File: config.mk
export PLATFORM = sky130hd
export DESIGN_NAME = message_fragment_tracker_flat
export DESIGN_NICKNAME = d
export VERILOG_FILES = /design/src/rtl/mft_pkg.sv /design/src/rtl/mft_stream_if.sv /design/src/rtl/message_fragment_tracker.sv /design/src/rtl/mft_ctrl.sv /design/src/rtl/mft_datapath.sv /design/src/flat_wrapper.sv
export SDC_FILE = /design/constraint.sdc
export NUM_CORES = 1
export LEC_CHECK = 0
export ABC_CLOCK_PERIOD_IN_PS = 7180
export BUFFER_PORTS_ARGS = -buffer_cell sky130_fd_sc_hd__buf_2
export CAP_MARGIN = 20
export CORE_MARGIN = 1
export CORE_UTILIZATION = 25
export DETAILED_ROUTE_END_ITERATION = 6
export PLACE_DENSITY = 0.48
export SLEW_MARGIN = 20
export SYNTH_ARGS = -nofsm -noshare
export SYNTH_HDL_FRONTEND = slang
export SYNTH_HIERARCHICAL = 1
export SYNTH_SLANG_ARGS = --single-unit
File: constraint.sdc
create_clock -name i_clk -period 7.18 [get_ports i_clk]
set_input_delay 1.436 -clock i_clk [delete_from_list [all_inputs] [get_ports i_clk]]
set_output_delay 1.436 -clock i_clk [all_outputs]
set_load 0.005 [all_outputs]
File: src/rtl/mft_pkg.sv
// Package for the message fragment tracker.
// Holds the request and response payloads, the count encoding, status codes and
// the command and status bundles between the controller and the datapath.
package mft_pkg;

    localparam int TABLE_ENTRIES_DEFAULT = 5;

    localparam int ID_W    = 32;
    localparam int EXP_W   = 4;
    localparam int CNT_W   = 7;
    localparam int STAT_W  = 3;

    typedef logic signed [CNT_W-1:0] t_count;

    // Special count values: a complete message and a processed message.
    localparam t_count CNT_PROCESSED = -7'sd1;
    localparam t_count CNT_COMPLETE  = -7'sd2;
    localparam t_count CNT_MAX       = 7'sd63;
    localparam t_count CNT_FIRST     = 7'sd1;

    typedef enum logic [0:0] {
        OP_FRAGMENT = 1'b0,
        OP_RETIRE   = 1'b1
    } t_op;

    typedef enum logic [STAT_W-1:0] {
        ST_NEW       = 3'd0,
        ST_PROCESSED = 3'd1,
        ST_COMPLETE  = 3'd2,
        ST_ADDED     = 3'd3,
        ST_NONE      = 3'd4,
        ST_RETIRED   = 3'd5
    } t_status;

    typedef struct packed {
        logic              op;
        logic [ID_W-1:0]   message_id;
        logic [EXP_W-1:0]  expected_fragments;
    } t_req;

    typedef struct packed {
        logic [STAT_W-1:0] status;
        logic [ID_W-1:0]   result_id;
    } t_rsp;

    // Commands from the controller to the datapath.
    typedef struct packed {
        logic load;   // capture the incoming request
        logic frag;   // apply a fragment to the table and write its response
        logic find;   // look for the first complete entry
        logic mark;   // mark the first entry holding the found id as processed
    } t_cmd;

    // Status from the datapath to the controller.
    typedef struct packed {
        logic op;     // operation of the captured request
        logic found;  // a complete entry exists
    } t_sts;

endpackage

File: src/rtl/mft_stream_if.sv
// Valid/ready stream interface used for the request and response channels.
// The payload type is given at instantiation; depends on nothing else.
interface mft_stream_if #(
    parameter type t_payload = logic
);
    logic     valid;
    logic     ready;
    t_payload payload;

    modport source (output valid, output payload, input ready);
    modport sink   (input valid, input payload, output ready);
endinterface

File: src/rtl/message_fragment_tracker.sv
// Message fragment tracker, top level.
// A fragment request is answered in the controller's evaluate step; a retire
// request adds a mark step over the register table when a complete message
// is found. The controller takes no new request until it is back in idle,
// and both steps wait while the response register is full and not taken.
// Synchronous active-low reset clears all ids, counts and the write pointer.
module message_fragment_tracker #(
    parameter int TABLE_ENTRIES = mft_pkg::TABLE_ENTRIES_DEFAULT
) (
    input  logic         i_clk,
    input  logic         i_rst_n,
    mft_stream_if.sink   i_req,
    mft_stream_if.source o_rsp
);

    // The table holds one id and one signed count per entry. A count of minus
    // two marks a complete message, minus one a processed one. A fragment
    // request updates every matching entry up to the first processed match;
    // an unknown id is written at the round-robin pointer with a count of one.
    // A retire request first looks for a complete entry, then, in a second
    // step, marks the first entry holding that id as processed.

    mft_pkg::t_cmd cmd;
    mft_pkg::t_sts sts;
    mft_pkg::t_rsp rsp;

    // The controller accepts a request only when idle; a response waiting in
    // the output register does not hold off the next request.
    mft_ctrl u_ctrl (
        .i_clk       (i_clk),
        .i_rst_n     (i_rst_n),
        .i_req_valid (i_req.valid),
        .o_req_ready (i_req.ready),
        .i_rsp_ready (o_rsp.ready),
        .o_rsp_valid (o_rsp.valid),
        .i_sts       (sts),
        .o_cmd       (cmd)
    );

    mft_datapath #(
        .TABLE_ENTRIES (TABLE_ENTRIES)
    ) u_datapath (
        .i_clk   (i_clk),
        .i_rst_n (i_rst_n),
        .i_req   (i_req.payload),
        .i_cmd   (cmd),
        .o_sts   (sts),
        .o_rsp   (rsp)
    );

    assign o_rsp.payload = rsp;

endmodule

File: src/rtl/mft_ctrl.sv
// Controller of the message fragment tracker: sequences load, evaluation and
// marking, and owns the response valid flag. Depends on mft_pkg.
module mft_ctrl (
    input  logic           i_clk,
    input  logic           i_rst_n,
    input  logic           i_req_valid,
    output logic           o_req_ready,
    input  logic           i_rsp_ready,
    output logic           o_rsp_valid,
    input  mft_pkg::t_sts  i_sts,
    output mft_pkg::t_cmd  o_cmd
);

    typedef enum logic [2:0] {
        S_IDLE = 3'b001,
        S_EVAL = 3'b010,
        S_MARK = 3'b100
    } t_state;

    t_state r_state;
    t_state n_state;
    logic   r_valid;
    logic   n_valid;
    logic   out_free;

    // The response register may be overwritten when empty or being taken.
    assign out_free    = !r_valid || i_rsp_ready;
    assign o_req_ready = (r_state == S_IDLE);
    assign o_rsp_valid = r_valid;

    always_comb begin
        n_state    = r_state;
        o_cmd      = '0;
        o_cmd.load = (r_state == S_IDLE) && i_req_valid;
        case (r_state)
            S_IDLE: begin
                if (i_req_valid) begin
                    n_state = S_EVAL;
                end
            end
            S_EVAL: begin
                if (out_free) begin
                    if (i_sts.op == mft_pkg::OP_FRAGMENT) begin
                        o_cmd.frag = 1'b1;
                        n_state    = S_IDLE;
                    end else begin
                        o_cmd.find = 1'b1;
                        n_state    = i_sts.found ? S_MARK : S_IDLE;
                    end
                end
            end
            S_MARK: begin
                if (out_free) begin
                    o_cmd.mark = 1'b1;
                    n_state    = S_IDLE;
                end
            end
            default: begin
                n_state = S_IDLE;
            end
        endcase
    end

    always_comb begin
        n_valid = r_valid && !i_rsp_ready;
        if (o_cmd.frag || (o_cmd.find && !i_sts.found) || o_cmd.mark) begin
            n_valid = 1'b1;
        end
    end

    always_ff @(posedge i_clk) begin
        if (!i_rst_n) begin
            r_state <= S_IDLE;
            r_valid <= 1'b0;
        end else begin
            r_state <= n_state;
            r_valid <= n_valid;
        end
    end

endmodule

File: src/rtl/mft_datapath.sv
// Datapath of the message fragment tracker: the id and count table, the
// round-robin pointer, the captured request and the response register.
// Depends on mft_pkg.
module mft_datapath #(
    parameter int TABLE_ENTRIES = mft_pkg::TABLE_ENTRIES_DEFAULT
) (
    input  logic           i_clk,
    input  logic           i_rst_n,
    input  mft_pkg::t_req  i_req,
    input  mft_pkg::t_cmd  i_cmd,
    output mft_pkg::t_sts  o_sts,
    output mft_pkg::t_rsp  o_rsp
);

    localparam int IDX_W = $clog2(TABLE_ENTRIES);

    logic [mft_pkg::ID_W-1:0] r_entry_id    [TABLE_ENTRIES];
    logic [mft_pkg::ID_W-1:0] n_entry_id    [TABLE_ENTRIES];
    mft_pkg::t_count          r_entry_count [TABLE_ENTRIES];
    mft_pkg::t_count          n_entry_count [TABLE_ENTRIES];
    logic [IDX_W-1:0]         r_wp;
    logic [IDX_W-1:0]         n_wp;
    mft_pkg::t_req            r_req;
    logic [mft_pkg::ID_W-1:0] r_found_id;
    logic [mft_pkg::ID_W-1:0] found_id;
    logic                     found;
    mft_pkg::t_rsp            r_rsp;
    mft_pkg::t_rsp            n_rsp;

    // First complete entry, for a retire request.
    always_comb begin
        found    = 1'b0;
        found_id = '0;
        for (int k = 0; k < TABLE_ENTRIES; k++) begin
            if (!found && r_entry_count[k] == mft_pkg::CNT_COMPLETE) begin
                found    = 1'b1;
                found_id = r_entry_id[k];
            end
        end
    end

    assign o_sts.op    = r_req.op;
    assign o_sts.found = found;
    assign o_rsp       = r_rsp;

    // Table update. Every entry is compared in parallel; the scan order only
    // matters for where a processed match cuts it short and for the status.
    always_comb begin
        logic                      hit;
        logic                      stopped;
        logic                      any_match;
        logic                      marked;
        logic [mft_pkg::STAT_W-1:0] frag_status;
        mft_pkg::t_count           inc;
        mft_pkg::t_count           expected;

        n_entry_id    = r_entry_id;
        n_entry_count = r_entry_count;
        n_wp          = r_wp;
        n_rsp         = r_rsp;
        stopped       = 1'b0;
        any_match     = 1'b0;
        marked        = 1'b0;
        frag_status   = mft_pkg::ST_NEW;
        expected      = $signed({3'b000, r_req.expected_fragments});

        for (int k = 0; k < TABLE_ENTRIES; k++) begin
            hit = (r_entry_id[k] == r_req.message_id);
            inc = (r_entry_count[k] < mft_pkg::CNT_MAX) ? r_entry_count[k] + 7'sd1
                                                        : r_entry_count[k];
            if (hit && !stopped) begin
                any_match = 1'b1;
                if (r_entry_count[k] == mft_pkg::CNT_PROCESSED) begin
                    frag_status = mft_pkg::ST_PROCESSED;
                    stopped     = 1'b1;
                end else if (inc == expected) begin
                    frag_status = mft_pkg::ST_COMPLETE;
                    if (i_cmd.frag) begin
                        n_entry_count[k] = mft_pkg::CNT_COMPLETE;
                    end
                end else begin
                    frag_status = mft_pkg::ST_ADDED;
                    if (i_cmd.frag) begin
                        n_entry_count[k] = inc;
                    end
                end
            end
        end

        // No entry knows the id: it takes the slot at the round-robin pointer.
        if (i_cmd.frag && !any_match) begin
            for (int k = 0; k < TABLE_ENTRIES; k++) begin
                if (IDX_W'(k) == r_wp) begin
                    n_entry_id[k]    = r_req.message_id;
                    n_entry_count[k] = mft_pkg::CNT_FIRST;
                end
            end
            n_wp = (r_wp == IDX_W'(TABLE_ENTRIES - 1)) ? '0 : r_wp + 1'b1;
        end

        // Retirement marks the first entry with the found id, which need not be
        // the complete entry itself.
        if (i_cmd.mark) begin
            for (int k = 0; k < TABLE_ENTRIES; k++) begin
                if (!marked && r_entry_id[k] == r_found_id) begin
                    marked           = 1'b1;
                    n_entry_count[k] = mft_pkg::CNT_PROCESSED;
                end
            end
        end

        if (i_cmd.frag) begin
            n_rsp.status    = frag_status;
            n_rsp.result_id = '0;
        end else if (i_cmd.find && !found) begin
            n_rsp.status    = mft_pkg::ST_NONE;
            n_rsp.result_id = '0;
        end else if (i_cmd.mark) begin
            n_rsp.status    = mft_pkg::ST_RETIRED;
            n_rsp.result_id = r_found_id;
        end
    end

    always_ff @(posedge i_clk) begin
        if (!i_rst_n) begin
            for (int k = 0; k < TABLE_ENTRIES; k++) begin
                r_entry_id[k]    <= '0;
                r_entry_count[k] <= '0;
            end
            r_wp <= '0;
        end else begin
            r_entry_id    <= n_entry_id;
            r_entry_count <= n_entry_count;
            r_wp          <= n_wp;
        end
    end

    always_ff @(posedge i_clk) begin
        if (i_cmd.load) begin
            r_req <= i_req;
        end
        if (i_cmd.find) begin
            r_found_id <= found_id;
        end
        r_rsp <= n_rsp;
    end

endmodule
File: src/flat_wrapper.sv
// flat-port wrapper written by rule: the top's interface ports become plain ports
module message_fragment_tracker_flat 
#(
    parameter int TABLE_ENTRIES = mft_pkg::TABLE_ENTRIES_DEFAULT
)
  (i_clk, i_rst_n, i_req_valid, i_req_payload, i_req_ready, o_rsp_valid, o_rsp_payload, o_rsp_ready);
  mft_stream_if i_req_i ();
  mft_stream_if o_rsp_i ();
  input  logic i_clk;
  input  logic i_rst_n;
  input wire logic [$bits(i_req_i.valid)-1:0] i_req_valid;
  input wire logic [$bits(i_req_i.payload)-1:0] i_req_payload;
  output wire logic [$bits(i_req_i.ready)-1:0] i_req_ready;
  output wire logic [$bits(o_rsp_i.valid)-1:0] o_rsp_valid;
  output wire logic [$bits(o_rsp_i.payload)-1:0] o_rsp_payload;
  input wire logic [$bits(o_rsp_i.ready)-1:0] o_rsp_ready;
  assign i_req_i.valid = i_req_valid;
  assign i_req_i.payload = i_req_payload;
  assign i_req_ready = i_req_i.ready;
  assign o_rsp_valid = o_rsp_i.valid;
  assign o_rsp_payload = o_rsp_i.payload;
  assign o_rsp_i.ready = o_rsp_ready;
  message_fragment_tracker #(.TABLE_ENTRIES(TABLE_ENTRIES)) u_core (.i_clk(i_clk), .i_rst_n(i_rst_n), .i_req(i_req_i), .o_rsp(o_rsp_i));
endmodule
**Word-level counts from Yosys, hierarchy flattened**

Index checks and enable logic that the tools add are counted.
Widths: inputs -> output; s select.

- Register bits after elaboration: 40
- Output and inout port bits: 3
- Word-level logic and storage cells: 116
- RAM bits: 0
- ROM bits: 0
- Latch bits: 0
- Memories kept: 0

- Multiplexer cells: 55
- Bitwise logic cells: 0
- $mul: 0
- Order comparisons: 5
- Div/mod/pow operators: 0
- Add/sub/neg operators: 5
- Reduce and logical (&&, ||, !) cells: 21
- Equal/unequal tests: 22
- Shifts and indexed selects: 0

Operators by type and width:

| kind | number |
|---|---|
| $mux 7 | 33 |
| $add 7x2->7 const B | 5 |
| $eq 7x1->1 const B | 5 |
| $eq 7x2->1 | 5 |
| $eq 7x2->1 const B | 5 |
| $lt 7x7->1 const B | 5 |
| $mux 35 | 1 |
| $mux 1 | 16 |
| $logic_and 1x1->1 | 7 |
| $logic_not 1->1 | 7 |
| $mux 3 | 2 |
| $ne 2x2->1 const B | 3 |
| $pmux 3 s2 | 1 |
| $mux 2 | 2 |
| $eq 3x1->1 const B | 1 |
| $eq 3x2->1 const B | 1 |
| $eq 3x3->1 const B | 1 |
| $logic_or 1x1->1 | 3 |
| $reduce_and 3->1 | 1 |
| $ne 2x1->1 const B | 1 |
| $reduce_and 2->1 | 1 |
| $reduce_bool 2->1 | 1 |
| $reduce_or 2->1 | 1 |

**Depth between registers and ports, before layout**

- Word-level depth: 19
- Depth in mapped cells: 12
- Gate-level depth less buffers: 10

**Cells and area by module**

The synthesis kept the hierarchy.

Modules (own cells, without submodules):

| module | instances | cells each | area an instance (µm²) |
|---|---|---|---|
| mft_datapath | 1 | 1836 | 17219.0 |
| mft_ctrl | 1 | 33 | 272.8 |
| message_fragment_tracker | 1 | 1 | 3.8 |

**Worst setup path before layout**

OpenSTA, ideal clock, no wires.

- Kind: input to register
- From: input o_rsp_ready
- To: register, netlist name u_core/u_datapath/o_rsp[10]
- Data arrival time: 6172 ps
- Library setup time: 128 ps
- Stages on the path: 6
- Path buffers: 1
- Slack: 881 ps
- Cell sequence: nor2b_4 > nor4b_1 > nand4_1 > nand2_1 > clkbuf_1 > nor2_1

RTL lines:

| element | RTL line | text |
|---|---|---|
| start, declared | flat_wrapper.sv:16 | `input wire logic [$bits(o_rsp_i.ready)-1:0] o_rsp_ready;` |

==> metrics.txt <==
fin util=0.281; syn_area_per_cell=a little over 9 um2; GPL Wtd Cong=between 0.9 and 1; commonest cells after routing, fill and taps aside=xnor2_1, nor2_1, dfxtp_1, mux2i_1, nand4_1; status=finished clean; Slew @ Worst Pin=0.965 ns; Max clock buf depth=3; Multi-input gate area=~0.0094 mm2; routed length per instance=around 21 um; Final Hold Viols=0; CP Max Fanout=37; clk_lat worst skew=0.56 ns; post-route clock period utilization=0.568; post-CTS setup buffer count=0; H-tree Lvls=2; Netlist Area Pre-Place=roughly 0.016 mm2; crit end category=flop; Iteration-0 DRC Markers=about 1200; headroom to the max-slew limit=0.351; final WL=~54 mm; Sw Pwr=0.000895 W; CTS tree=built; CP arrival=about 4.5 ns; Nets=around 1700; fin crit period=about 4.1 ns; Int Power=about 0.0027 W; DP Worst Slack=about 3.2 ns; pin count of the biggest net entering global routing=114; pwr dens=between 200 and 250 mW/mm2; final setup fails=0; die area=0.0660 mm2; Hold Buf Count CTS=0; All-Layer GR Usage=0.164; first-pass GRT wire length=just over 80 mm; max-cap violations=0; setup ws final=a little over 3 ns; Met2 Routed Length=roughly 24 mm; final setup TNS=0 ns; Tightest Hold Check Type=flop to flop; vias per inst=around 5; Detail Route Antenna Nets=0; share of layout cells above drive strength 1=0.0677; DRC viols=0; unrepaired setup endpoints after global routing=no; initial antenna violation count=0; DR vias=between 10000 and 15000; max frequency=245 MHz; WL met3=around 3.1 mm; CTS Buf Count=35; PortBufs=7; die height=roughly 260 um; number of fill cells=~6800; uppermost layer routed=met4; share of total power in combinational logic=0.048; hpwl dp=between 30 and 40 mm; std cell rows=just over 90; clk slew on worst S/H paths=0.06 ns; Post-Synthesis Cells=approximately 1800; Initial DRT Pass Iterations=5; kind of critical path=flop to flop; post-cts sizing count=0; Initial Util=0.252; Static Leak=6.64 nW; number of I/O pins=8; DIE WIDTH=roughly 260 um; Sequential Power Share=0.455; Yosys Warn Count=6; commonest non-fill, non-tap cell in the layout=xnor2_1; ant diodes=0; total power=0.00364 W; Switching Fraction=0.246; vias in the first global route=12500; wire length on met1=25.2 mm; P&R area growth vs syn=11.2%; clock share of power=0.497; Max Clock Skew=about 0.029 ns; required time worst endpoint=~7.6 ns; crit start category=flop; root buffer cell=clkbuf_16; Peak supply drop=about 0.12 mV; final global-route overflow total=0; sequential cell area=about 0.0061 mm2; clock sink count=about 270; core outline area=0.0643 mm2; Max Slew Vio Count=0
[power by group through the flow]
stage               clock network [W]  registers (W)  logic (W)
floorplan                           0        0.00163   0.000164
global placement                    0        0.00169   0.000175
detailed placement                  0        0.00169   0.000174
CTS                           0.00186        0.00166   0.000175
global route                  0.00192        0.00166   0.000188
finish                        0.00181        0.00166   0.000176
[worst max-delay path: stages, from the launching register on]
cell	delay (ns)
edfxtp_1	0.59
xnor2_1	0.50
nand4_1	0.43
nor4_1	0.72
and2_1	0.27
nor3_2	0.09
nand4_1	0.09
buf_4	0.66
nand2_1	0.22
o41ai_1	0.40
[flip-flops by register name, summed over array words and instances, names as in the netlist]
| signal | cells |
|---|---|
| u_core/u_datapath/r_entry_count | 35 |
| u_core/u_ctrl/o_rsp_valid | 1 |
| u_core/u_datapath/r_wp | 3 |
| u_core/u_datapath/r_req | 36 |
| u_core/u_datapath/r_found_id | 32 |
| u_core/u_datapath/r_entry_id | 160 |
| u_core/u_ctrl/r_state | 3 |
| u_core/u_datapath/o_rsp | 1 |
| u_core/u_datapath/o_sts | 1 |
[final timing paths]
| path | slack, ns | start | to | depth (start not counted) |
|---|---|---|---|---|
| setup reg to reg | 3.10 | u_core/u_datapath/r_req[35] | u_core/u_datapath/r_entry_count[23] | 9 |
| hold reg to reg | 0.50 | u_core/u_datapath/r_wp[2] | u_core/u_datapath/r_wp[2] | 2 |
| setup / recovery | 3.10 | u_core/u_datapath/r_req[35] | u_core/u_datapath/r_entry_count[23] | 9 |
| hold / removal | 0.50 | u_core/u_datapath/r_wp[2] | u_core/u_datapath/r_wp[2] | 2 |
[per-layer routing]
layer  global-route usage  vias to the layer above
met2                0.254                      396
met3               0.0260                       90
met4               0.0640                        0
met1                0.226                     6366
li1                     -                     6063
met5                    0                        -
[final cells by class]
| cell class | instances | share of cell area |
|---|---|---|
| Timing Repair Buffer | 21 | 0.00776 |
| Tap cell | 855 | 0.0592 |
| Multi-Input combinational cell | 1333 | 0.523 |
| Clock inverter | 15 | 0.00970 |
| Clock buffer | 49 | 0.0553 |
| Sequential cell | 272 | 0.340 |
| Inverter | 24 | 0.00526 |
[per-stage QoR]
step | instance area, um2 | std cells | hold slack, ns
6_report | 18100 | 2569 | 0.503
5_1_grt | 18100 | 2569 | 0.570
4_1_cts | 18100 | 2569 | 0.503
3_5_place_dp | 16900 | 2505 | 0.492
3_3_place_gp | 16900 | 2505 | 0.488
2_1_floorplan | 16400 | 1786 | 0.467
No activity file was read; power rests on OpenSTA's default activity.
